--- src/rtl/cha_pkg.sv ---
// Shared constants, codes and types of the cache hit analyzer.
`default_nettype none
package cha_pkg;

   localparam int ADDR_PORT_W    = 32;
   localparam int CNT_W          = 32;
   localparam int OFF_MIN        = 4;
   localparam int OFF_MAX        = 8;
   localparam int TAG_W          = ADDR_PORT_W - OFF_MIN;
   localparam int ENTRY_W        = TAG_W + 1;
   localparam int LANE_W         = 3;
   localparam int LANES          = 1 << LANE_W;
   localparam int WORD_W         = LANES * ENTRY_W;
   localparam int CSR_IDX_W      = 2;
   localparam int CSR_DATA_W     = 4;
   localparam int DEF_MAX_BLOCKS = 512;
   localparam int DEF_ADDR_WIDTH = 32;

   localparam logic [CSR_IDX_W-1:0] CSR_MODE        = 2'd0;
   localparam logic [CSR_IDX_W-1:0] CSR_OFFSET_BITS = 2'd1;
   localparam logic [CSR_IDX_W-1:0] CSR_BLOCK_LOG2  = 2'd2;

   localparam logic [CSR_DATA_W-1:0] OFFSET_RESET = 4'd6;
   localparam logic [CSR_DATA_W-1:0] LOG2_RESET   = 4'd5;

   localparam logic MODE_DIRECT = 1'b0;
   localparam logic MODE_ASSOC  = 1'b1;
   localparam logic KIND_INSTR  = 1'b0;
   localparam logic KIND_DATA   = 1'b1;

   typedef struct packed {
      logic valid;
      logic hit;
      logic kind;
   } result_type;

endpackage
`default_nettype wire

--- src/rtl/cha_counters.sv ---
// Saturating access and hit counters and the result registers.
`default_nettype none
module cha_counters (
   input  wire logic                          clock,
   input  wire logic                          reset,
   input  cha_pkg::result_type                res,
   output logic                               rsp_valid,
   output logic                               rsp_hit,
   output logic [cha_pkg::CNT_W-1:0]          rsp_instr_accesses,
   output logic [cha_pkg::CNT_W-1:0]          rsp_instr_hits,
   output logic [cha_pkg::CNT_W-1:0]          rsp_data_access_count,
   output logic [cha_pkg::CNT_W-1:0]          rsp_data_hit_count
);

   logic                        valid_ff;
   logic                        hit_ff;
   logic [cha_pkg::CNT_W-1:0]   ia_ff, ia_in;
   logic [cha_pkg::CNT_W-1:0]   ih_ff, ih_in;
   logic [cha_pkg::CNT_W-1:0]   da_ff, da_in;
   logic [cha_pkg::CNT_W-1:0]   dh_ff, dh_in;

   function automatic logic [cha_pkg::CNT_W-1:0] sat_inc(
      input logic [cha_pkg::CNT_W-1:0] v
   );
      return (v == '1) ? v : v + cha_pkg::CNT_W'(1);
   endfunction

   always_comb begin
      ia_in = ia_ff;
      ih_in = ih_ff;
      da_in = da_ff;
      dh_in = dh_ff;
      if (res.valid) begin
         if (res.kind == cha_pkg::KIND_DATA) begin
            da_in = sat_inc(da_ff);
            if (res.hit) begin
               dh_in = sat_inc(dh_ff);
            end
         end else begin
            ia_in = sat_inc(ia_ff);
            if (res.hit) begin
               ih_in = sat_inc(ih_ff);
            end
         end
      end
   end

   always_ff @(posedge clock) begin
      if (reset) begin
         valid_ff <= 1'b0;
         ia_ff    <= '0;
         ih_ff    <= '0;
         da_ff    <= '0;
         dh_ff    <= '0;
      end else begin
         valid_ff <= res.valid;
         ia_ff    <= ia_in;
         ih_ff    <= ih_in;
         da_ff    <= da_in;
         dh_ff    <= dh_in;
      end
   end

   always_ff @(posedge clock) begin
      if (res.valid) begin
         hit_ff <= res.hit;
      end
   end

   assign rsp_valid             = valid_ff;
   assign rsp_hit               = hit_ff;
   assign rsp_instr_accesses    = ia_ff;
   assign rsp_instr_hits        = ih_ff;
   assign rsp_data_access_count = da_ff;
   assign rsp_data_hit_count    = dh_ff;

endmodule
`default_nettype wire

--- config.mk ---
export PLATFORM = sky130hd
export DESIGN_NAME = cha_counters
export DESIGN_NICKNAME = d
export VERILOG_FILES = /design/src/rtl/cha_pkg.sv /design/src/rtl/cha_counters.sv
export SDC_FILE = /design/constraint.sdc
export NUM_CORES = 1
export LEC_CHECK = 0
export BUFFER_PORTS_ARGS = -buffer_cell sky130_fd_sc_hd__buf_2
export CAP_MARGIN = 40
export CORE_UTILIZATION = 51
export CTS_CLUSTER_DIAMETER = 100
export DETAILED_ROUTE_END_ITERATION = 8
export PLACE_DENSITY_LB_ADDON = 0.12
export SYNTH_ARGS = -nofsm -noshare
export SYNTH_HDL_FRONTEND = slang
export SYNTH_SLANG_ARGS = --single-unit
--- constraint.sdc ---
create_clock -name clock -period 2.45 [get_ports clock]
set_input_delay 0.1225 -clock clock [delete_from_list [all_inputs] [get_ports clock]]
set_output_delay 0.1225 -clock clock [all_outputs]
set_load 0.05 [all_outputs]
==> metrics.txt, run 1 <==
worst hold margin between 0.06 and 0.07 ns; Max Slew Vio Count 0; Post-Syn Instances around 800; Worst VDD drop slightly below 0.5 mV; Final HPWL DP 12510 µm; Fin. Hold Viols 0; DR iter-0 viols a little over 400; final cycle utilization of the critical path 0.9108; CP Launch Type flop; Layout Nets 956; commonest non-fill, non-tap cell in the layout buf_2; Initial Utilization 0.5281; port bufs 134; final worst slack 0.2185 ns; drt total wl approximately 18000 µm; Crit Path Max Fanout 14; total track usage 0.2651; min Tclk post-route 2.232 ns; worst hold path type input port to flop; EDFF count, synth 1; routed len/inst around 16 µm; Seq/Total Area, Yosys 0.3888; failing checks design-rule violations; first-pass GRT wire length between 20000 and 30000 µm; Cell variety after synth 61; status finished with violations; # rows 41; Relative slew margins 0.5647; clk_skew about 0.0050 ns; vias between 6k and 7k; CTS buffer count 17; Worst Max-Slew Pin Slew 0.6470 ns; routed vias/inst 6.072; max_cap viols 0; clock insertion delay at the later pin of the skew report ~0.42 ns; DRC Markers 1; synthesized flop and latch total 130; die width 116.8 µm; Top FF cell, synth dfxtp_1; die area between 10000 and 15000 µm²; commonest non-fill, non-tap cells in the layout buf_2 (133), dfxtp_1 (124), a21oi_1 (92); Syn Area/Cell roughly 8.3 µm²; GRT overflow 0; synth warn 0; Clock Path Buffers 2; vias in the first global route between 6k and 7k; Antenna Nets Post-Route 0; fin util 0.6555; worst path arrival time about 2.6 ns; CTS tree yes; number of placed I/O pins 135; initial antenna violation count 0; RSZ-0062 raised after global routing false; routability cong. just over 0.8; Data required, critical path around 2.8 ns; Mapped Nets around 820; CTS sink cnt 130; Root Buffer clkbuf_16; DP Worst Slack around 0.25 ns; P&R area growth vs syn 24.12%; Die Span Y approximately 120 µm; # diodes 0; Leakage 3.076 nW; largest net degree at the start of global routing 52; Core Footprint between 10000 and 15000 µm²; Netlist Area Pre-Place 6719 µm²; ys async rst share 0; fmax between 400 and 500 MHz; CTS clock-pin slew for the worst setup and hold paths about 0.060 ns; Setup crit end kind flop; CP Class flop to flop; drt first pass iters 7; total negative slack 0 ns; layout cells sized above 1 0.2354; endpoints failing setup 0; Post-CTS Resized 0; PD cells between 500 and 600 nW/µm²; htree depth 4
## critical path, cell delays in order, from the launching register on
cell     delay (ns)
dfxtp_1        0.42
nand4_1        0.17
or4_1          0.64
o31ai_4        0.58
o21ai_0        0.19
a21oi_1        0.17
## registers in the layout, summed over array words and instances, names as in the netlist
name	count
rsp_data_access_count	32
rsp_data_hit_count	32
rsp_hit	1
rsp_instr_accesses	32
rsp_instr_hits	32
rsp_valid	1
## stage by stage
step                cell area [µm²]  total power, mW  cells
floorplan                      6725            2.273    806
global placement               7690            2.313   1099
detailed placement             7690            2.318   1099
CTS                            8339            5.039   1132
global route                   8339            5.152   1132
finish                         8339            5.003   1132
## cell families after synthesis
| kind of cell | after synthesis | synth area share |
|---|---|---|
| buf+inv | 62 | 0.03948 |
| simple gates | 372 | 0.3279 |
| mux | 14 | 0.02495 |
| flops | 130 | 0.3888 |
| compound gates | 208 | 0.1905 |
| fa+ha+maj | 4 | 0.007449 |
| xor+xnor | 16 | 0.02086 |
## final timing paths
check                          from                    end  slack (ns)  cells past startpoint
max          rsp_instr_accesses[26]  rsp_instr_accesses[4]        0.22                      5
min                          res[2]                rsp_hit        0.07                      1
max reg2reg  rsp_instr_accesses[26]  rsp_instr_accesses[4]        0.22                      5
min reg2reg   rsp_data_hit_count[1]  rsp_data_hit_count[1]        0.49                      2
## power breakdown
group | internal, mW | leakage [nW] | switching [mW]
logic | 0.0374 | 1.71 | 0.102
registers | 2.13 | 1.05 | 0.00682
clock network | 1.81 | 0.313 | 0.923
## area by class of cell
| cell class | instances | area, µm² |
|---|---|---|
| Clock buffer | 23 | 488.0 |
| Clock inverter | 9 | 151.4 |
| Tap cell | 172 | 215.2 |
| Inverter | 17 | 63.81 |
| Sequential cell | 130 | 2619 |
| Timing Repair Buffer | 167 | 960.9 |
| Fill cell | 1105 | 4383 |
| Multi-Input combinational cell | 614 | 3841 |
## cells in the mapped netlist, types with 4 or more instances
library cell,instances,share of area
mux2_2,5,0.0084
o31ai_1,35,0.039
buf_2,11,0.0082
clkbuf_1,29,0.016
xor2_1,6,0.0078
inv_1,17,0.0095
nand2_1,50,0.028
dfxtp_1,129,0.38
o21ai_1,9,0.0067
o21ai_0,44,0.033
and3_1,11,0.010
or3_1,56,0.052
nor3_1,10,0.0074
and2_1,10,0.0093
xnor2_1,10,0.013
and4_1,20,0.026
a21oi_1,92,0.069
or4_1,39,0.044
nand3_1,41,0.031
nor4_1,14,0.013
o31a_1,4,0.0052
nor2b_1,18,0.017
nor2_1,43,0.024
ha_1,4,0.0074
nand4_1,39,0.036
mux2_1,5,0.0084
## timing repair
| item | 4_1_cts | 5_1_grt |
|---|---|---|
| endpoints found under the hold margin | 1 | 0 |
| setup buffers | 0 | 0 |
| hold buffers | 1 | 0 |
## per-layer routing
metal / GRT usage / vias to the layer above / routed length (µm)
met5: 0 / - / 0
met4: 0.1165 / 0 / 318
met3: 0.06488 / 26 / 898
met2: 0.4327 / 178 / 8643
met1: 0.3332 / 3310 / 8032
li1: - / 3359 / -
Power figures use the tool's default switching activity.
==> inputs of run 2 (changes only) <==
==> constraint.sdc (replaced) <==
create_clock -name clock -period 2.45 [get_ports clock]
set_input_delay 0.3675 -clock clock [delete_from_list [all_inputs] [get_ports clock]]
set_output_delay 0.3675 -clock clock [all_outputs]
set_load 0.05 [all_outputs]
==> run 2 against run 1 <==
Compared with the run above: the run now ends clean; final cell count rose by 0.62%; global-route usage rose by 0.54 points; register-to-register slack got worse by 0.02 ns; highest routed layer unchanged.
==> metrics.txt, run 2 (same netlist as run 1, synthesis figures left out) <==
total track usage 0.2706 (+0.005406); largest net degree at the start of global routing 39 (-25%); switching share of power 0.2084 (+0.002012); routed vias/inst 6.018 (-0.89%); DR iter-0 viols 447 (+11%); Internal Power 3.937 mW (-0.84%); GR Util met2 0.4536 (+0.02091); layout cells sized above 1 0.2441 (+0.008637); number of placed I/O pins 135 (unchanged); Fin. Hold Viols 0 (unchanged); CTS clock-pin slew for the worst setup and hold paths 0.06 ns (about the same); r2r setup slk 0.20 ns (-0.02 ns); RR Startpoint rsp_instr_accesses[0]; Worst Max-Slew Pin Slew 0.6826 ns (+0.03564 ns); Setup crit start rsp_instr_accesses[0]; worst hold path type input port to flop; Clock power frac 0.542 (-0.004); Relative slew margins 0.5407 (-0.02398); routed len/inst 15.73 µm (-0.49%); Antenna Nets Post-Route 0 (unchanged); CP Launch Type flop; PD cells 594.1 nW/µm² (-0.96%); vias 6854 (-0.28%); initial antenna violation count 0 (unchanged); clk_skew 0.007585 ns (+0.002549 ns); Clock Path Buffers 2 (unchanged); worst hold margin 0.2000 ns (+0.1349 ns); commonest non-fill, non-tap cells in the layout buf_2 (133), dfxtp_1 (124), a21oi_1 (92); Max Slew Vio Count 0 (unchanged); Final HPWL DP 12820 µm (+2.5%); drt total wl 17910 µm (+0.12%); first-pass GRT wire length 29100 µm (+1.4%); CTS tree yes; CP Class flop to flop; final cycle utilization of the critical path 0.9195 (+0.008700); crit path to rsp_instr_accesses[11]; DRC Markers 0 (-1); Flop pwr share 0.429 (+0.003); global routing's busiest layer met2; htree depth 4 (unchanged); Die Span Y 116.8 µm (unchanged); CTS Hold Bufs 0 (-1); die width 116.8 µm (unchanged); CP Cell Sequence ha_1, nand2_1, or4_1, o31ai_4, buf_4, nor3_1, mux2_4; Core Footprint 12720 µm² (unchanged); Worst path slowest cell or4_1; vias in the first global route 6295 (+2.5%); Setup crit end kind flop; fin util 0.6579 (+0.002458); Critical R2R Capture rsp_instr_accesses[11]; # diodes 0 (unchanged); met3 capacity usage during global routing 0.07003 (+0.005149); RSZ-0062 raised after global routing false; GRT overflow 0 (unchanged); clock insertion delay at the later pin of the skew report 0.43 ns (about the same); Crit Path Max Fanout 6 (-8); CTS buffer count 17 (unchanged); combinational share of power 0.029 (about the same); endpoints failing setup 0 (unchanged); Data required, critical path 2.76 ns (-0.04 ns); # rows 41 (unchanged); min Tclk post-route 2.253 ns (+0.02131 ns); P&R area growth vs syn 24.58%; Final Non-Filler Cells 1139 (+0.62%); FILL cells 1133 (+2.5%); status finished clean; Initial Utilization 0.5281 (unchanged); worst path arrival time 2.56 ns (-0.02 ns); CTS sink cnt 130 (unchanged); die area 13640 µm² (unchanged); Worst VDD drop 0.4349 mV (-12%); commonest non-fill, non-tap cell in the layout buf_2; Reg2Reg Depth 7 (+2); total negative slack 0 ns (unchanged); Leakage 3.103 nW (+0.85%); Crit path largest cell delay 0.59 ns (-0.05 ns); routability cong. 0.8435 (+3.2%); Cells after DPL 1105 (+0.55%); drt first pass iters 5 (-2); sw power 1.036 mW (+0.38%); Layout Nets 963 (+0.73%); max_cap viols 0 (unchanged); Root Buffer clkbuf_16; port bufs 134 (unchanged); met1 GRT Util 0.3301 (-0.003113); fmax 443.9 MHz (-0.95%)
==> run 2: worst max-delay path, delay by kind of cell, from the launching register on <==
kind	cells	cell delay, ns
and+or+nand+nor	3	0.77
adders and majority gates	1	0.20
DFF	1	0.37
AOI/OAI and AO/OA	1	0.30
muxes	1	0.30
buffers and inverters	1	0.19
==> run 2: repair_timing <==
action	4_1_cts	5_1_grt
gates resized for setup	0	1
setup buffers	0	2
setup endpoints to repair	0	10
==> run 2: power by group through the flow <==
stage | Combinational, mW | Clock (mW) | Sequential (mW)
2_1_floorplan | 0.0646 | 0 | 2.21
5_1_grt | 0.156 | 2.83 | 2.14
6_report | 0.144 | 2.69 | 2.14
3_3_place_gp | 0.139 | 0 | 2.18
3_5_place_dp | 0.144 | 0 | 2.18
4_1_cts | 0.144 | 2.74 | 2.14
==> run 2: stage by stage <==
step	power [mW]	setup WS, ns	cell area, µm²
6_report	4.973	0.1972	8371
5_1_grt	5.119	0.04062	8371
4_1_cts	5.016	0.1291	8351
3_5_place_dp	2.325	0.1640	7722
3_3_place_gp	2.319	0.2544	7722
2_1_floorplan	2.273	0.0004854	6725
==> run 2: layout make-up <==
class                   instances  area (µm²)  share of cell area
multi-input cells             614        3846              0.4595
flip-flops and latches        130        2619              0.3129
repair buffers                174       998.5              0.1193
clock buffers                  21       470.5             0.05620
well taps                     172       215.2             0.02571
clock inverters                11       157.7             0.01883
inverters                      17       63.81            0.007623
==> run 2: per-layer routing <==
| layer | vias to the layer above | routed length, µm |
|---|---|---|
| li1 | 3379 | - |
| met3 | 32 | 917 |
| met5 | - | 0 |
| met4 | 0 | 361 |
| met2 | 188 | 8622 |
| met1 | 3255 | 8012 |
==> run 2: how the worst min path moves through the flow <==
stage	from	endpoint	slack, ns	depth (start not counted)
after floorplan	res[1]	rsp_hit	0.47	0
after global placement	rsp_data_hit_count[1]	rsp_data_hit_count[1]	0.47	2
after detailed placement	rsp_data_access_count[31]	rsp_data_access_count[31]	0.49	2
after CTS	res[1]	rsp_hit	0.18	1
after global routing	res[1]	rsp_hit	0.20	1
final	res[1]	rsp_hit	0.20	1
==> inputs of run 3 (changes only) <==
--- a/config.mk
+++ b/config.mk
@@ -6,11 +6,13 @@
 export NUM_CORES = 1
 export LEC_CHECK = 0
 export BUFFER_PORTS_ARGS = -buffer_cell sky130_fd_sc_hd__buf_2
-export CAP_MARGIN = 40
+export CAP_MARGIN = 10
 export CORE_UTILIZATION = 51
 export CTS_CLUSTER_DIAMETER = 100
 export DETAILED_ROUTE_END_ITERATION = 8
+export MAX_ROUTING_LAYER = met4
 export PLACE_DENSITY_LB_ADDON = 0.12
+export SKIP_LAST_GASP = 1
 export SYNTH_ARGS = -nofsm -noshare
 export SYNTH_HDL_FRONTEND = slang
 export SYNTH_SLANG_ARGS = --single-unit
==> run 3 against run 2 <==
Compared with the run above: non-clock buffer count is the same; combinational power is essentially flat; cell area is the same; critical endpoint unchanged; sequential share of layout area is the same; total power is essentially flat; sequential power is essentially flat; clock power is essentially flat.
==> metrics.txt, run 3 (same netlist as run 1, synthesis figures left out) <==
status finished clean; Setup crit start rsp_instr_accesses[0]; delay-heaviest family, CP simple AND/OR/NAND/NOR gates; min Tclk post-route 2.254 ns (+0.001115 ns); WP buf/inv 1 (unchanged); Internal Power 3.937 mW (about the same); GRT overflow 0 (unchanged); Crit path largest cell delay 0.59 ns (about the same); hold_sp res[1]; Max Slew Vio Count 0 (unchanged); clk_skew 0.007272 ns (-0.0003125 ns); fin util 0.6579 (unchanged); Final HPWL DP 12820 µm (unchanged); DP Worst Slack 0.1640 ns (unchanged); Worst path slowest cell or4_1; largest net degree at the start of global routing 39 (unchanged); DR iter-0 viols 436 (-2.5%); PD cells 594.3 nW/µm² (about the same); Leakage 3.103 nW (unchanged); worst hold path type input port to flop; commonest non-fill, non-tap cells in the layout buf_2 (133), dfxtp_1 (124), a21oi_1 (92); commonest non-fill, non-tap cell in the layout buf_2; # rows 41 (unchanged); final cycle utilization of the critical path 0.9200 (about the same); Data required, critical path 2.76 ns (about the same); Clock Path Buffers 2 (unchanged); DRC Markers 0 (unchanged); CP Class flop to flop; drt first pass iters 6 (+1); RSZ-0062 raised after global routing false; total track usage 0.2789 (+0.008332); CP Launch Type flop; Placed Instance Area 7722 µm² (unchanged); Fin. Hold Viols 0 (unchanged); max_cap viols 0 (unchanged); initial antenna violation count 0 (unchanged); total negative slack 0 ns (unchanged); FILL cells 1133 (unchanged); CTS Hold Bufs 0 (unchanged); Crit Path Max Fanout 6 (unchanged); sw power 1.038 mW (+0.14%); routability cong. 0.8567 (+1.6%); combinational share of power 0.029 (about the same); layout cells sized above 1 0.2441 (unchanged); Clock power frac 0.542 (about the same); routed len/inst 15.67 µm (-0.40%); die area 13640 µm² (unchanged); port bufs 134 (unchanged); endpoints failing setup 0 (unchanged); switching share of power 0.2086 (+0.0002271); Core Footprint 12720 µm² (unchanged); routed vias/inst 6.009 (-0.15%); RR Startpoint rsp_instr_accesses[0]; Worst Max-Slew Pin Slew 0.6804 ns (-0.002229 ns); vias 6844 (-0.15%); CTS sink cnt 130 (unchanged); Setup crit end kind flop; Worst VDD drop 0.4356 mV (+0.16%); final worst slack 0.1961 ns (-0.001115 ns); first-pass GRT wire length 29120 µm (about the same); Flop pwr share 0.429 (about the same); number of placed I/O pins 135 (unchanged); CP Cell Sequence ha_1, nand2_1, or4_1, o31ai_4, buf_4, nor3_1, mux2_4; worst path arrival time 2.56 ns (about the same); Antenna Nets Post-Route 0 (unchanged); Root Buffer clkbuf_16; final instance area 8371 µm² (unchanged); power after layout 4.975 mW (about the same); htree depth 4 (unchanged); P&R area growth vs syn 24.58% (unchanged); Die Span Y 116.8 µm (unchanged); CTS clock-pin slew for the worst setup and hold paths 0.06 ns (about the same); CTS buffer count 17 (unchanged); # diodes 0 (unchanged); Layout Nets 963 (unchanged); vias in the first global route 6283 (-0.19%); CTS tree yes; Relative slew margins 0.5422 (+0.001499); Initial Utilization 0.5281 (unchanged); drt total wl 17840 µm (-0.40%); clock insertion delay at the later pin of the skew report 0.43 ns (about the same); fmax 443.7 MHz (about the same); die width 116.8 µm (unchanged)
==> run 3: cell counts in the layout (fill, tap and decap cells not counted) <==
No cell type changed its count.
==> run 3: power groups by stage <==
stage	combinational, mW	sequential (mW)	clock (mW)
after floorplan	0.0646	2.21	0
after global placement	0.139	2.18	0
after detailed placement	0.144	2.18	0
after CTS	0.144	2.14	2.74
after global routing	0.156	2.14	2.83
final	0.143	2.14	2.70
==> run 3: stage by stage <==
| step | hold WS [ns] | instances |
|---|---|---|
| after global placement | 0.4682 | 1105 |
| after CTS | 0.1790 | 1137 |
| after floorplan | 0.4664 | 806 |
| after detailed placement | 0.4884 | 1105 |
| after global routing | 0.1950 | 1139 |
| final | 0.2010 | 1139 |
==> run 3: final cells by class <==
class	count	area, µm²	area share
Clock inverter	11	157.7	0.01883
Tap cell	172	215.2	0.02571
Sequential cell	130	2619	0.3129
Inverter	17	63.81	0.007623
Timing Repair Buffer	174	998.5	0.1193
Multi-Input combinational cell	614	3846	0.4595
Clock buffer	21	470.5	0.05620
==> run 3: per-layer routing <==
metal  track usage  wire length, µm  part of all wire  up-vias
li1              -                -                 -     3381
met3       0.07775              945             0.053       28
met1        0.3295             8009              0.45     3257
met5             -                0                 0        -
met4        0.1004              331             0.019        0
met2        0.4544             8557              0.48      178
==> run 3: final timing paths <==
| path | end | slack (ns) | depth (start not counted) |
|---|---|---|---|
| max | rsp_instr_accesses[11] | 0.20 | 7 |
| min | rsp_hit | 0.20 | 1 |
| max reg2reg | rsp_instr_accesses[11] | 0.20 | 7 |
| min reg2reg | rsp_data_hit_count[19] | 0.50 | 2 |
==> run 3: timing repair <==
action                                 4_1_cts  5_1_grt
gates resized for setup                      0        1
setup buffers                                0        2
setup endpoints to repair                    0       10
endpoints found under the hold margin        0        0
