--- src/rtl/cha_pkg.sv ---
// Shared constants, codes and types of the cache hit analyzer.
`default_nettype none
package cha_pkg;

   localparam int ADDR_PORT_W    = 32;
   localparam int CNT_W          = 32;
   localparam int OFF_MIN        = 4;
   localparam int OFF_MAX        = 8;
   localparam int TAG_W          = ADDR_PORT_W - OFF_MIN;
   localparam int ENTRY_W        = TAG_W + 1;
   localparam int LANE_W         = 3;
   localparam int LANES          = 1 << LANE_W;
   localparam int WORD_W         = LANES * ENTRY_W;
   localparam int CSR_IDX_W      = 2;
   localparam int CSR_DATA_W     = 4;
   localparam int DEF_MAX_BLOCKS = 512;
   localparam int DEF_ADDR_WIDTH = 32;

   localparam logic [CSR_IDX_W-1:0] CSR_MODE        = 2'd0;
   localparam logic [CSR_IDX_W-1:0] CSR_OFFSET_BITS = 2'd1;
   localparam logic [CSR_IDX_W-1:0] CSR_BLOCK_LOG2  = 2'd2;

   localparam logic [CSR_DATA_W-1:0] OFFSET_RESET = 4'd6;
   localparam logic [CSR_DATA_W-1:0] LOG2_RESET   = 4'd5;

   localparam logic MODE_DIRECT = 1'b0;
   localparam logic MODE_ASSOC  = 1'b1;
   localparam logic KIND_INSTR  = 1'b0;
   localparam logic KIND_DATA   = 1'b1;

   typedef struct packed {
      logic valid;
      logic hit;
      logic kind;
   } result_type;

endpackage
`default_nettype wire

--- src/rtl/cha_lookup.sv ---
// Lookup sequencer: clearing pass, tag scan, hit decision and refill.
`default_nettype none
module cha_lookup #(
   parameter int ADDR_WIDTH = cha_pkg::DEF_ADDR_WIDTH,
   parameter int WORDS      = 64,
   parameter int WORD_AW    = 6
) (
   input  wire logic                                clock,
   input  wire logic                                reset,
   input  wire logic                                start,
   output logic                                     busy,
   input  wire logic [cha_pkg::ADDR_PORT_W-1:0]     req_address,
   input  wire logic                                req_kind,
   input  wire logic                                cfg_mode,
   input  wire logic [cha_pkg::CSR_DATA_W-1:0]      cfg_offset,
   input  wire logic [cha_pkg::CSR_DATA_W-1:0]      cfg_log2,
   output logic                                     rd_en,
   output logic      [WORD_AW-1:0]                  rd_addr,
   input  wire logic [cha_pkg::WORD_W-1:0]          rd_data,
   output logic                                     wr_en,
   output logic      [WORD_AW-1:0]                  wr_addr,
   output logic      [cha_pkg::WORD_W-1:0]          wr_data,
   output cha_pkg::result_type                      res
);

   localparam int ENT_W = WORD_AW + cha_pkg::LANE_W;
   localparam logic [cha_pkg::ADDR_PORT_W-1:0] ADDR_MASK =
      (ADDR_WIDTH >= cha_pkg::ADDR_PORT_W) ? {cha_pkg::ADDR_PORT_W{1'b1}} :
      ((cha_pkg::ADDR_PORT_W'(1) << ADDR_WIDTH) - cha_pkg::ADDR_PORT_W'(1));

   typedef enum logic [5:0] {
      ST_CLEAR  = 6'b000001,
      ST_IDLE   = 6'b000010,
      ST_PREP   = 6'b000100,
      ST_SCAN   = 6'b001000,
      ST_FINISH = 6'b010000,
      ST_DONE   = 6'b100000
   } state_type;

   state_type                         state_ff, state_in;
   logic [WORD_AW-1:0]                word_ff, word_in;
   logic [WORD_AW-1:0]                end_word_ff, end_word_in;
   logic [cha_pkg::TAG_W-1:0]         line_ff, line_in;
   logic                              kind_ff, kind_in;
   logic                              mode_ff, mode_in;
   logic [cha_pkg::CSR_DATA_W-1:0]    log2_ff, log2_in;
   logic [ENT_W:0]                    blocks_ff, blocks_in;
   logic [cha_pkg::TAG_W-1:0]         cmp_tag_ff, cmp_tag_in;
   logic [ENT_W-1:0]                  target_ff, target_in;
   logic [ENT_W-1:0]                  ptr_ff, ptr_in;
   logic                              rd_valid_ff, rd_valid_in;
   logic [WORD_AW-1:0]                rd_word_ff, rd_word_in;
   logic                              hit_acc_ff, hit_acc_in;
   logic [cha_pkg::WORD_W-1:0]        cap_ff, cap_in;

   logic [cha_pkg::ADDR_PORT_W-1:0]   line_full;
   logic [ENT_W:0]                    blocks_m1;
   logic [ENT_W-1:0]                  dm_index;
   logic [ENT_W-1:0]                  ptr_eff;
   logic [ENT_W:0]                    ptr_inc;
   logic [WORD_AW-1:0]                tgt_word;
   logic [cha_pkg::LANE_W-1:0]        tgt_lane;
   logic                              word_hit;
   logic [cha_pkg::WORD_W-1:0]        merged;
   logic                              accept;

   assign accept    = (state_ff == ST_IDLE) && start;
   assign line_full = (req_address & ADDR_MASK) >> cfg_offset;
   assign blocks_m1 = blocks_ff - (ENT_W + 1)'(1);
   assign dm_index  = ENT_W'(line_ff) & blocks_m1[ENT_W-1:0];
   assign ptr_eff   = ({1'b0, ptr_ff} >= blocks_ff) ? '0 : ptr_ff;
   assign ptr_inc   = {1'b0, target_ff} + (ENT_W + 1)'(1);
   assign tgt_word  = target_ff[ENT_W-1:cha_pkg::LANE_W];
   assign tgt_lane  = target_ff[cha_pkg::LANE_W-1:0];

   always_comb begin
      logic [ENT_W-1:0] entry;
      logic             lane_en;
      word_hit = 1'b0;
      for (int l = 0; l < cha_pkg::LANES; l++) begin
         entry = {rd_word_ff, cha_pkg::LANE_W'(l)};
         if (mode_ff == cha_pkg::MODE_ASSOC) begin
            lane_en = ({1'b0, entry} < blocks_ff);
         end else begin
            lane_en = (entry == target_ff);
         end
         if (lane_en && rd_data[l * cha_pkg::ENTRY_W + cha_pkg::TAG_W]
             && (rd_data[l * cha_pkg::ENTRY_W +: cha_pkg::TAG_W] == cmp_tag_ff)) begin
            word_hit = 1'b1;
         end
      end
   end

   always_comb begin
      merged = cap_ff;
      for (int l = 0; l < cha_pkg::LANES; l++) begin
         if (tgt_lane == cha_pkg::LANE_W'(l)) begin
            merged[l * cha_pkg::ENTRY_W +: cha_pkg::ENTRY_W] = {1'b1, cmp_tag_ff};
         end
      end
   end

   always_comb begin
      state_in    = state_ff;
      word_in     = word_ff;
      end_word_in = end_word_ff;
      line_in     = line_ff;
      kind_in     = kind_ff;
      mode_in     = mode_ff;
      log2_in     = log2_ff;
      blocks_in   = blocks_ff;
      cmp_tag_in  = cmp_tag_ff;
      target_in   = target_ff;
      ptr_in      = ptr_ff;
      rd_valid_in = (state_ff == ST_SCAN);
      rd_word_in  = word_ff;
      hit_acc_in  = hit_acc_ff | (rd_valid_ff & word_hit);
      cap_in      = (rd_valid_ff && (rd_word_ff == tgt_word)) ? rd_data : cap_ff;
      case (state_ff)
         ST_CLEAR: begin
            word_in = word_ff + WORD_AW'(1);
            if (word_ff == WORD_AW'(WORDS - 1)) begin
               word_in  = '0;
               state_in = ST_IDLE;
            end
         end
         ST_IDLE: begin
            if (accept) begin
               line_in   = line_full[cha_pkg::TAG_W-1:0];
               kind_in   = req_kind;
               mode_in   = cfg_mode;
               log2_in   = cfg_log2;
               blocks_in = (ENT_W + 1)'(1) << cfg_log2;
               state_in  = ST_PREP;
            end
         end
         ST_PREP: begin
            hit_acc_in = 1'b0;
            if (mode_ff == cha_pkg::MODE_ASSOC) begin
               cmp_tag_in  = line_ff;
               target_in   = ptr_eff;
               word_in     = '0;
               end_word_in = blocks_m1[ENT_W-1:cha_pkg::LANE_W];
            end else begin
               cmp_tag_in  = line_ff >> log2_ff;
               target_in   = dm_index;
               word_in     = dm_index[ENT_W-1:cha_pkg::LANE_W];
               end_word_in = dm_index[ENT_W-1:cha_pkg::LANE_W];
            end
            state_in = ST_SCAN;
         end
         ST_SCAN: begin
            word_in = word_ff + WORD_AW'(1);
            if (word_ff == end_word_ff) begin
               state_in = ST_FINISH;
            end
         end
         ST_FINISH: begin
            state_in = ST_DONE;
         end
         ST_DONE: begin
            if (!hit_acc_ff && (mode_ff == cha_pkg::MODE_ASSOC)) begin
               ptr_in = (ptr_inc >= blocks_ff) ? '0 : ptr_inc[ENT_W-1:0];
            end
            state_in = ST_IDLE;
         end
         default: begin
            state_in = ST_IDLE;
         end
      endcase
   end

   always_ff @(posedge clock) begin
      if (reset) begin
         state_ff    <= ST_CLEAR;
         word_ff     <= '0;
         ptr_ff      <= '0;
         rd_valid_ff <= 1'b0;
      end else begin
         state_ff    <= state_in;
         word_ff     <= word_in;
         ptr_ff      <= ptr_in;
         rd_valid_ff <= rd_valid_in;
      end
   end

   always_ff @(posedge clock) begin
      end_word_ff <= end_word_in;
      line_ff     <= line_in;
      kind_ff     <= kind_in;
      mode_ff     <= mode_in;
      log2_ff     <= log2_in;
      blocks_ff   <= blocks_in;
      cmp_tag_ff  <= cmp_tag_in;
      target_ff   <= target_in;
      rd_word_ff  <= rd_word_in;
      hit_acc_ff  <= hit_acc_in;
      cap_ff      <= cap_in;
   end

   assign busy    = (state_ff != ST_IDLE);
   assign rd_en   = (state_ff == ST_SCAN);
   assign rd_addr = word_ff;
   assign wr_en   = (state_ff == ST_CLEAR) || ((state_ff == ST_DONE) && !hit_acc_ff);
   assign wr_addr = (state_ff == ST_CLEAR) ? word_ff : tgt_word;
   assign wr_data = (state_ff == ST_CLEAR) ? '0 : merged;

   assign res.valid = (state_ff == ST_DONE);
   assign res.hit   = hit_acc_ff;
   assign res.kind  = kind_ff;

endmodule
`default_nettype wire

--- config.mk ---
export PLATFORM = sky130hd
export DESIGN_NAME = cha_lookup
export DESIGN_NICKNAME = d
export VERILOG_FILES = /design/src/rtl/cha_pkg.sv /design/src/rtl/cha_lookup.sv
export SDC_FILE = /design/constraint.sdc
export NUM_CORES = 1
export LEC_CHECK = 0
export BUFFER_PORTS_ARGS = -buffer_cell sky130_fd_sc_hd__buf_2
export CORE_ASPECT_RATIO = 0.8
export CORE_MARGIN = 4
export CORE_UTILIZATION = 55
export CTS_CLUSTER_SIZE = 10
export DETAILED_ROUTE_END_ITERATION = 16
export GPL_ROUTABILITY_DRIVEN = 1
export PLACE_DENSITY = 0.85
export SYNTH_ARGS = -nofsm -noshare
export SYNTH_HDL_FRONTEND = slang
export SYNTH_SLANG_ARGS = --single-unit
--- constraint.sdc ---
create_clock -name clock -period 13.55 [get_ports clock]
set_clock_uncertainty 0.15 [all_clocks]
set_input_delay 2.0325 -clock clock [delete_from_list [all_inputs] [get_ports clock]]
set_output_delay 2.0325 -clock clock [all_outputs]
set_load 0.02 [all_outputs]
==> run_summary.xml, run 1 <==
<?xml version="1.0" encoding="UTF-8"?>
<metrics>
  <group name="clocking">
    <metric name="ctsRootBufferMaster" unit="">sky130_fd_sc_hd__clkbuf_16</metric>
    <metric name="clk-insertion-delay-late" unit="ns">0.56</metric>
    <metric name="h-tree-depth" unit="">2</metric>
    <metric name="clk_pin_slew_worst_paths" unit="ns">0.05</metric>
    <metric name="post_cts_gate_resize_count" unit="">0</metric>
    <metric name="post_cts_hold_buffer_count" unit="">0</metric>
    <metric name="clock-sinks" unit="">348</metric>
    <metric name="tritoncts.num_buffers" unit="">41</metric>
    <metric name="tritoncts" unit="">done</metric>
    <metric name="postCtsSetupRepairBufs" unit="">0</metric>
    <metric name="clock_tree.buffer_depth" unit="">3</metric>
  </group>
  <group name="synthesis">
    <metric name="share_of_flip_flops_with_an_asynchronous_set_or_reset" unit="%">0</metric>
    <metric name="postSynth.topFlopCell" unit="">sky130_fd_sc_hd__edfxtp_1</metric>
    <metric name="post-synth-top-area-cell" unit="">sky130_fd_sc_hd__edfxtp_1</metric>
    <metric name="synth_cell_types" unit="">64</metric>
    <metric name="netlist_top_cells_area" unit="">sky130_fd_sc_hd__edfxtp_1, sky130_fd_sc_hd__xnor2_1, sky130_fd_sc_hd__nand2_1</metric>
    <metric name="netlist_area" unit="um2">21100</metric>
    <metric name="avgSynthCellArea" unit="um2">9.88</metric>
    <metric name="synthDominantCellAreaShare" unit="%">45.5</metric>
    <metric name="sequential_element_share_of_the_synthesized_area" unit="%">48.2</metric>
    <metric name="synth-edff-count" unit="">319</metric>
    <metric name="ys.warnings.count" unit="">0</metric>
    <metric name="yosys_register_bits" unit="">348</metric>
    <metric name="syn_nets" unit="">2445</metric>
    <metric name="syn_inst" unit="">2133</metric>
  </group>
  <group name="timing">
    <metric name="rsz_0062_raised_after_global_routing" unit="">false</metric>
    <metric name="slew_worst_pin" unit="ns">1.43</metric>
    <metric name="timing.final.max_slew_violations" unit="">0</metric>
    <metric name="fmax" unit="GHz">0.171</metric>
    <metric name="min_cycle_time_layout" unit="ns">5.84</metric>
    <metric name="timing.setup.tns" unit="ns">0</metric>
    <metric name="slew_headroom" unit="%">4.98</metric>
    <metric name="final-setup-viol-count" unit="">0</metric>
    <metric name="period_share" unit="%">43.1</metric>
    <metric name="hold_violation_total_from_the_final_report" unit="">0</metric>
  </group>
  <group name="detailed_routing">
    <metric name="firstDrtPassIters" unit="">7</metric>
    <metric name="route.antenna.remaining_nets" unit="">0</metric>
    <metric name="route.detailed.drc" unit="">0</metric>
    <metric name="via_per_inst" unit="">6.34</metric>
    <metric name="route.detailed.wl_per_inst" unit="um">26.4</metric>
    <metric name="totalWireLength" unit="um">81400</metric>
    <metric name="vias" unit="">19600</metric>
    <metric name="drtIter0Drc" unit="">3021</metric>
  </group>
  <group name="global_routing">
    <metric name="largest_net_degree_at_the_start_of_global_routing" unit="">105</metric>
    <metric name="globalRouteOverflowTotal" unit="">0</metric>
    <metric name="via_count_of_the_first_global_routing_pass" unit="">18500</metric>
    <metric name="grt_first_pass_wirelength" unit="um">117000</metric>
    <metric name="antenna_violations_before_repair" unit="">18</metric>
    <metric name="track_usage" unit="%">37.6</metric>
  </group>
  <group name="pwr">
    <metric name="fin_total_pwr" unit="mW">3.66</metric>
    <metric name="comb_power_share" unit="%">39.6</metric>
    <metric name="swShare" unit="%">40.7</metric>
    <metric name="power_density" unit="nW/um2">146</metric>
    <metric name="static-leakage-power" unit="nW">9.96</metric>
    <metric name="total_switching_power" unit="mW">1.49</metric>
    <metric name="seq_power_share" unit="%">33.6</metric>
    <metric name="share_clk_of_total_power" unit="%">26.9</metric>
    <metric name="internal_power" unit="mW">2.17</metric>
    <metric name="ir_drop" unit="mV">0.137</metric>
  </group>
  <group name="final_layout">
    <metric name="post_route_cells_drive_above_1_share" unit="%">26.1</metric>
    <metric name="finish.net_count" unit="">2883</metric>
    <metric name="syn2layout_area_growth" unit="%">18.7</metric>
    <metric name="layout.filler_cells" unit="">2875</metric>
  </group>
  <group name="critical_path">
    <metric name="worstSetupEndpointType" unit="">output pin</metric>
    <metric name="worst_setup_path_startpoint" unit="">state_ff[5]$_SDFFE_PP0P_</metric>
    <metric name="path_max_fanout" unit="">104</metric>
    <metric name="rr_startpoint" unit="">target_ff[7]$_DFFE_PP_</metric>
    <metric name="critPathKind" unit="">reg -&gt; out</metric>
    <metric name="critPathArrivalTime" unit="ns">3.66</metric>
    <metric name="cp_data_required_time" unit="ns">11.37</metric>
    <metric name="critical_path.startpoint_type" unit="">flop</metric>
  </group>
  <group name="min_path">
    <metric name="holdCritStartpoint" unit="">rd_addr[1]$_SDFFE_PP0P_</metric>
    <metric name="worstHoldPathType" unit="">reg -&gt; reg</metric>
  </group>
  <group name="floorplanning">
    <metric name="top_level_ports" unit="">527</metric>
    <metric name="die_w" unit="um">227</metric>
    <metric name="die_area" unit="um2">41500</metric>
    <metric name="row_count" unit="">63</metric>
    <metric name="die_y" unit="um">183</metric>
    <metric name="core_region_area" unit="um2">37400</metric>
    <metric name="initial_core_util" unit="%">56.3</metric>
  </group>
  <group name="placement">
    <metric name="gp_routability_congestion" unit="">0.970</metric>
    <metric name="place_hpwl" unit="um">59000</metric>
    <metric name="io_buffers" unit="">526</metric>
  </group>
  <group name="flow_run">
    <metric name="maxCapViolCount" unit="">0</metric>
  </group>
  <group name="status">
    <metric name="outcome" unit="">complete, no violations</metric>
  </group>
</metrics>
==> cell usage in the layout, fill, tap and decap left out, drive strengths merged, types with 3 or more instances in the layout <==
cell type / count
buf: 567
nand2: 455
edfxtp: 319
a21oi: 220
xnor2: 204
nor2: 139
mux2i: 104
o21ai: 58
clkbuf: 52
nand4: 50
xor2: 44
inv: 36
ha: 35
mux4: 30
dfxtp: 29
nor4: 26
nand3: 26
nor3: 22
a211oi: 21
diode: 16
nor2b: 15
mux2: 14
nand2b: 10
nor3b: 10
a32o: 9
o31ai: 9
and3: 8
a31oi: 8
and2: 8
o22ai: 6
clkinv: 6
nand3b: 5
a21o: 5
a22o: 3
o21a: 3
o32ai: 3
o211ai: 3
==> routing by layer <==
| layer | up-vias | routed length [um] | GRT usage, % |
|---|---|---|---|
| li1 | 8419 | - | - |
| met1 | 9146 | 28800 | 49.2 |
| met2 | 1611 | 36000 | 57.3 |
| met3 | 382 | 10900 | 9.91 |
| met4 | 10 | 5560 | 20.7 |
| met5 | - | 49 | 0 |
==> power by group through the flow <==
| stage | sequential [mW] | clock, mW | combinational, mW |
|---|---|---|---|
| after floorplan | 1.24 | 0 | 0.913 |
| after global placement | 1.25 | 0 | 1.40 |
| after detailed placement | 1.25 | 0 | 1.42 |
| after CTS | 1.23 | 0.986 | 1.43 |
| after global routing | 1.23 | 1.03 | 1.52 |
| final | 1.23 | 0.982 | 1.45 |
==> cell usage after synthesis (10+ instances only) <==
cell,count
sky130_fd_sc_hd__a211oi_1,21
sky130_fd_sc_hd__a21oi_1,220
sky130_fd_sc_hd__buf_1,14
sky130_fd_sc_hd__buf_2,94
sky130_fd_sc_hd__clkbuf_1,55
sky130_fd_sc_hd__dfxtp_1,29
sky130_fd_sc_hd__edfxtp_1,319
sky130_fd_sc_hd__ha_1,35
sky130_fd_sc_hd__inv_1,33
sky130_fd_sc_hd__mux2_2,14
sky130_fd_sc_hd__mux2i_1,104
sky130_fd_sc_hd__mux4_2,30
sky130_fd_sc_hd__nand2_1,455
sky130_fd_sc_hd__nand2b_1,10
sky130_fd_sc_hd__nand3_1,25
sky130_fd_sc_hd__nand4_1,50
sky130_fd_sc_hd__nor2_1,139
sky130_fd_sc_hd__nor2b_1,15
sky130_fd_sc_hd__nor3_1,22
sky130_fd_sc_hd__nor3b_1,10
sky130_fd_sc_hd__nor4_1,25
sky130_fd_sc_hd__o21ai_0,56
sky130_fd_sc_hd__xnor2_1,204
sky130_fd_sc_hd__xor2_1,44
==> layout make-up <==
type | count | area, um2 | area share (%)
clock buffers | 52 | 1080 | 4.31
diodes | 16 | 40.0 | 0.160
clock inverters | 5 | 50.0 | 0.200
repair buffers | 567 | 2940 | 11.8
well taps | 487 | 609 | 2.44
inverters | 37 | 139 | 0.555
multi-input cells | 1576 | 9990 | 40.0
flip-flops and latches | 348 | 10200 | 40.6
==> registers in the layout, indices dropped and copies added (netlist names) <==
signal	flops
rd_word_ff	6
log2_ff	4
kind_ff	1
line_ff	28
blocks_ff	10
target_ff	9
end_word_ff	6
mode_ff	1
cmp_tag_ff	28
state_ff	6
ptr_ff	9
rd_addr	6
rd_valid_ff	1
hit_acc_ff	1
cap_ff	232
==> stage by stage <==
stage | hold slack (ns) | util [%] | instance area [um2] | cells | setup WS (ns)
after global routing | 0.329 | 66.8 | 25000 | 3081 | 7.53
final | 0.317 | 66.8 | 25000 | 3088 | 7.71
after floorplan | 0.313 | - | 21100 | 2133 | 1.87
after CTS | 0.314 | 66.7 | 25000 | 3072 | 7.93
after global placement | 0.306 | 63.7 | 23800 | 3015 | 8.54
after detailed placement | 0.308 | 63.7 | 23800 | 3015 | 8.51
==> logic make-up (layout without fill, tap and decap cells) <==
logic type,count (synthesis),after routing,synth area share (%)
compound gates,363,363,9.91
other cells,0,16,0
buf+inv,209,661,4.49
fa+ha+maj,35,35,2.08
mux,148,148,8.90
xor+xnor,248,248,10.3
flops,348,348,48.2
simple gates,782,782,16.1
==> critical path, cell delays in order (launching register included) <==
cell and delay (ns):
sky130_fd_sc_hd__dfxtp_1 0.33, sky130_fd_sc_hd__nor4_1 0.48, sky130_fd_sc_hd__and3b_4 0.64, sky130_fd_sc_hd__buf_4 0.90
sky130_fd_sc_hd__a21oi_1 0.39, sky130_fd_sc_hd__buf_2 0.28
==> final timing paths <==
check / endpoint / slack [ns] / depth (start not counted)
worst max-delay path: wr_data[178] / 7.71 / 5
worst min-delay path: rd_word_ff[1]$_DFF_P_ / 0.32 / 0
worst max register to register: cap_ff[140]$_DFFE_PP_ / 9.68 / 6
worst min register to register: rd_word_ff[1]$_DFF_P_ / 0.32 / 0
(Power assumes the default switching activity.)
==> inputs of run 2 (changes only) <==
==> constraint.sdc (replaced) <==
create_clock -name clock -period 5.5 [get_ports clock]
set_clock_uncertainty 0.15 [all_clocks]
set_input_delay 0.825 -clock clock [delete_from_list [all_inputs] [get_ports clock]]
set_output_delay 0.825 -clock clock [all_outputs]
set_load 0.02 [all_outputs]
==> run_summary.xml, run 2 (synthesis gave the netlist of run 1 again) <==
<?xml version="1.0" encoding="UTF-8"?>
<metrics>
  <group name="global_routing">
    <metric name="grt.met3_usage" unit="%">9.75</metric>
    <metric name="via_count_of_the_first_global_routing_pass" unit="">18700</metric>
    <metric name="globalRouteOverflowTotal" unit="">0</metric>
    <metric name="largest_net_degree_at_the_start_of_global_routing" unit="">168</metric>
    <metric name="grt_first_pass_wirelength" unit="um">118000</metric>
    <metric name="grt_most_used_layer" unit="">met2</metric>
    <metric name="track_usage" unit="%">37.8</metric>
    <metric name="met2_usage" unit="%">56.5</metric>
    <metric name="antenna_violations_before_repair" unit="">23</metric>
    <metric name="global_route.usage.met1" unit="%">49.4</metric>
  </group>
  <group name="detailed_routing">
    <metric name="drtIter0Drc" unit="">2753</metric>
    <metric name="via_per_inst" unit="">6.31</metric>
    <metric name="route.detailed.wl_per_inst" unit="um">26.4</metric>
    <metric name="route.detailed.drc" unit="">0</metric>
    <metric name="firstDrtPassIters" unit="">6</metric>
    <metric name="route.antenna.remaining_nets" unit="">0</metric>
    <metric name="totalWireLength" unit="um">82100</metric>
    <metric name="vias" unit="">19600</metric>
  </group>
  <group name="clocking">
    <metric name="tritoncts" unit="">done</metric>
    <metric name="clock-sinks" unit="">348</metric>
    <metric name="tritoncts.num_buffers" unit="">41</metric>
    <metric name="ctsRootBufferMaster" unit="">sky130_fd_sc_hd__clkbuf_16</metric>
    <metric name="post_cts_gate_resize_count" unit="">0</metric>
    <metric name="clock_tree.buffer_depth" unit="">3</metric>
    <metric name="postCtsSetupRepairBufs" unit="">0</metric>
    <metric name="post_cts_hold_buffer_count" unit="">0</metric>
    <metric name="clk-insertion-delay-late" unit="ns">0.56</metric>
    <metric name="h-tree-depth" unit="">2</metric>
    <metric name="clk_pin_slew_worst_paths" unit="ns">0.06</metric>
  </group>
  <group name="floorplanning">
    <metric name="die_w" unit="um">227</metric>
    <metric name="die_y" unit="um">183</metric>
    <metric name="core_region_area" unit="um2">37400</metric>
    <metric name="die_area" unit="um2">41500</metric>
    <metric name="initial_core_util" unit="%">56.3</metric>
    <metric name="top_level_ports" unit="">527</metric>
    <metric name="row_count" unit="">63</metric>
  </group>
  <group name="final_layout">
    <metric name="syn2layout_area_growth" unit="%">19.1</metric>
    <metric name="largest_register_ffs" unit="">232</metric>
    <metric name="number_of_non_filler_instances_in_the_completed_layout" unit="">3110</metric>
    <metric name="most_frequent_cells_in_the_layout" unit="">sky130_fd_sc_hd__buf_2, sky130_fd_sc_hd__nand2_1, sky130_fd_sc_hd__edfxtp_1, sky130_fd_sc_hd__a21oi_1, sky130_fd_sc_hd__xnor2_1</metric>
    <metric name="layout.filler_cells" unit="">2870</metric>
    <metric name="largest_register" unit="">cap_ff</metric>
    <metric name="post_route_cells_drive_above_1_share" unit="%">25.9</metric>
    <metric name="biggestRegsByFlops" unit="">cap_ff (232), cmp_tag_ff (28), line_ff (28)</metric>
    <metric name="commonest_non_fill_non_tap_cell_in_the_layout" unit="">sky130_fd_sc_hd__buf_2</metric>
    <metric name="finish.net_count" unit="">2880</metric>
  </group>
  <group name="critical_path">
    <metric name="cp_data_required_time" unit="ns">4.53</metric>
    <metric name="worstSetupEndpointType" unit="">output pin</metric>
    <metric name="critical-path-slowest-cell" unit="">sky130_fd_sc_hd__ha_2</metric>
    <metric name="critPathArrivalTime" unit="ns">3.16</metric>
    <metric name="critPathKind" unit="">reg -&gt; out</metric>
    <metric name="critical_path.startpoint_type" unit="">flop</metric>
    <metric name="path_max_fanout" unit="">29</metric>
    <metric name="delay_of_the_slowest_critical_path_stage" unit="ns">1.05</metric>
    <metric name="rrSetupSlack" unit="ns">2.22</metric>
    <metric name="critical_path.cell_chain" unit="">ha_1 &gt; ha_2 &gt; mux2i_1 &gt; nor2_1 &gt; buf_2</metric>
  </group>
  <group name="status">
    <metric name="outcome" unit="">complete, no violations</metric>
  </group>
  <group name="placement">
    <metric name="place_hpwl" unit="um">59300</metric>
    <metric name="gp_routability_congestion" unit="">1.00</metric>
    <metric name="placed_cell_count" unit="">3012</metric>
    <metric name="io_buffers" unit="">526</metric>
    <metric name="detailedPlace.worstSlack" unit="ns">2.01</metric>
  </group>
  <group name="pwr">
    <metric name="ir_drop" unit="mV">0.446</metric>
    <metric name="power_density" unit="nW/um2">363</metric>
    <metric name="static-leakage-power" unit="nW">9.96</metric>
  </group>
  <group name="timing">
    <metric name="worst_slack" unit="ns">1.36</metric>
    <metric name="fmax" unit="GHz">0.242</metric>
    <metric name="timing.final.max_slew_violations" unit="">0</metric>
    <metric name="timing.setup.tns" unit="ns">0</metric>
    <metric name="slew_headroom" unit="%">13.5</metric>
    <metric name="final-setup-viol-count" unit="">0</metric>
    <metric name="period_share" unit="%">75.2</metric>
    <metric name="rsz_0062_raised_after_global_routing" unit="">false</metric>
    <metric name="min_cycle_time_layout" unit="ns">4.14</metric>
    <metric name="hold_violation_total_from_the_final_report" unit="">0</metric>
    <metric name="finalHoldWorstSlack" unit="ns">0.305</metric>
    <metric name="slew_worst_pin" unit="ns">1.30</metric>
  </group>
  <group name="flow_run">
    <metric name="maxCapViolCount" unit="">0</metric>
  </group>
  <group name="min_path">
    <metric name="worstHoldPathType" unit="">in -&gt; reg</metric>
  </group>
</metrics>
==> run 2: cell count changes in the layout (fill, tap and decap cells not counted), sizes merged <==
| cell | change |
|---|---|
| diode | +13 |
| clkbuf | +11 |
| clkinv | +1 |
| buf | -3 |
==> run 2: area by class of cell <==
cell class	instances	area, um2	area share, %
inverter	37	139	0.553
tap	487	609	2.43
clock buffer	63	1110	4.42
timing repair buffer	564	2960	11.8
antenna	29	72.6	0.289
multi-input combinational	1576	9990	39.8
sequential	348	10200	40.5
clock inverter	6	55.1	0.219
==> run 2: report_power, final <==
part	internal, mW	switching [mW]
logic	1.05	2.54
clock network	1.39	1.09
registers	2.95	0.0771
==> run 2: critical path: cells and delay by family (launching register included) <==
family / cells / cell delay (ns)
fa+ha+maj: 2 / 1.39
flops: 1 / 0.46
simple gates: 1 / 0.27
mux: 1 / 0.25
buf+inv: 1 / 0.22
==> run 2: path summary, 6_finish.rpt <==
kind,from,to,cells past startpoint
worst min-delay path,rd_data[144],cap_ff[144]$_DFFE_PP_,1
worst min register to register,rd_addr[2]$_SDFFE_PP0P_,rd_word_ff[2]$_DFF_P_,0
worst max-delay path,target_ff[0]$_DFFE_PP_,wr_data[207],5
worst max register to register,cmp_tag_ff[12]$_DFFE_PP_,hit_acc_ff$_SDFF_PP0_,8
==> run 2: per-layer routing <==
metal	vias up	wire length, um
met4	4	6160
met1	9268	29300
met2	1548	36000
met5	-	30
met3	366	10600
li1	8426	-
==> run 2: metrics by stage <==
stage / power [mW] / area, um2 / util, %
finish: 9.10 / 25100 / 67.0
global route: 9.40 / 25100 / 66.9
CTS: 9.04 / 25000 / 66.8
detailed placement: 6.61 / 23900 / 63.7
global placement: 6.57 / 23900 / 63.7
floorplan: 5.30 / 21100 / -
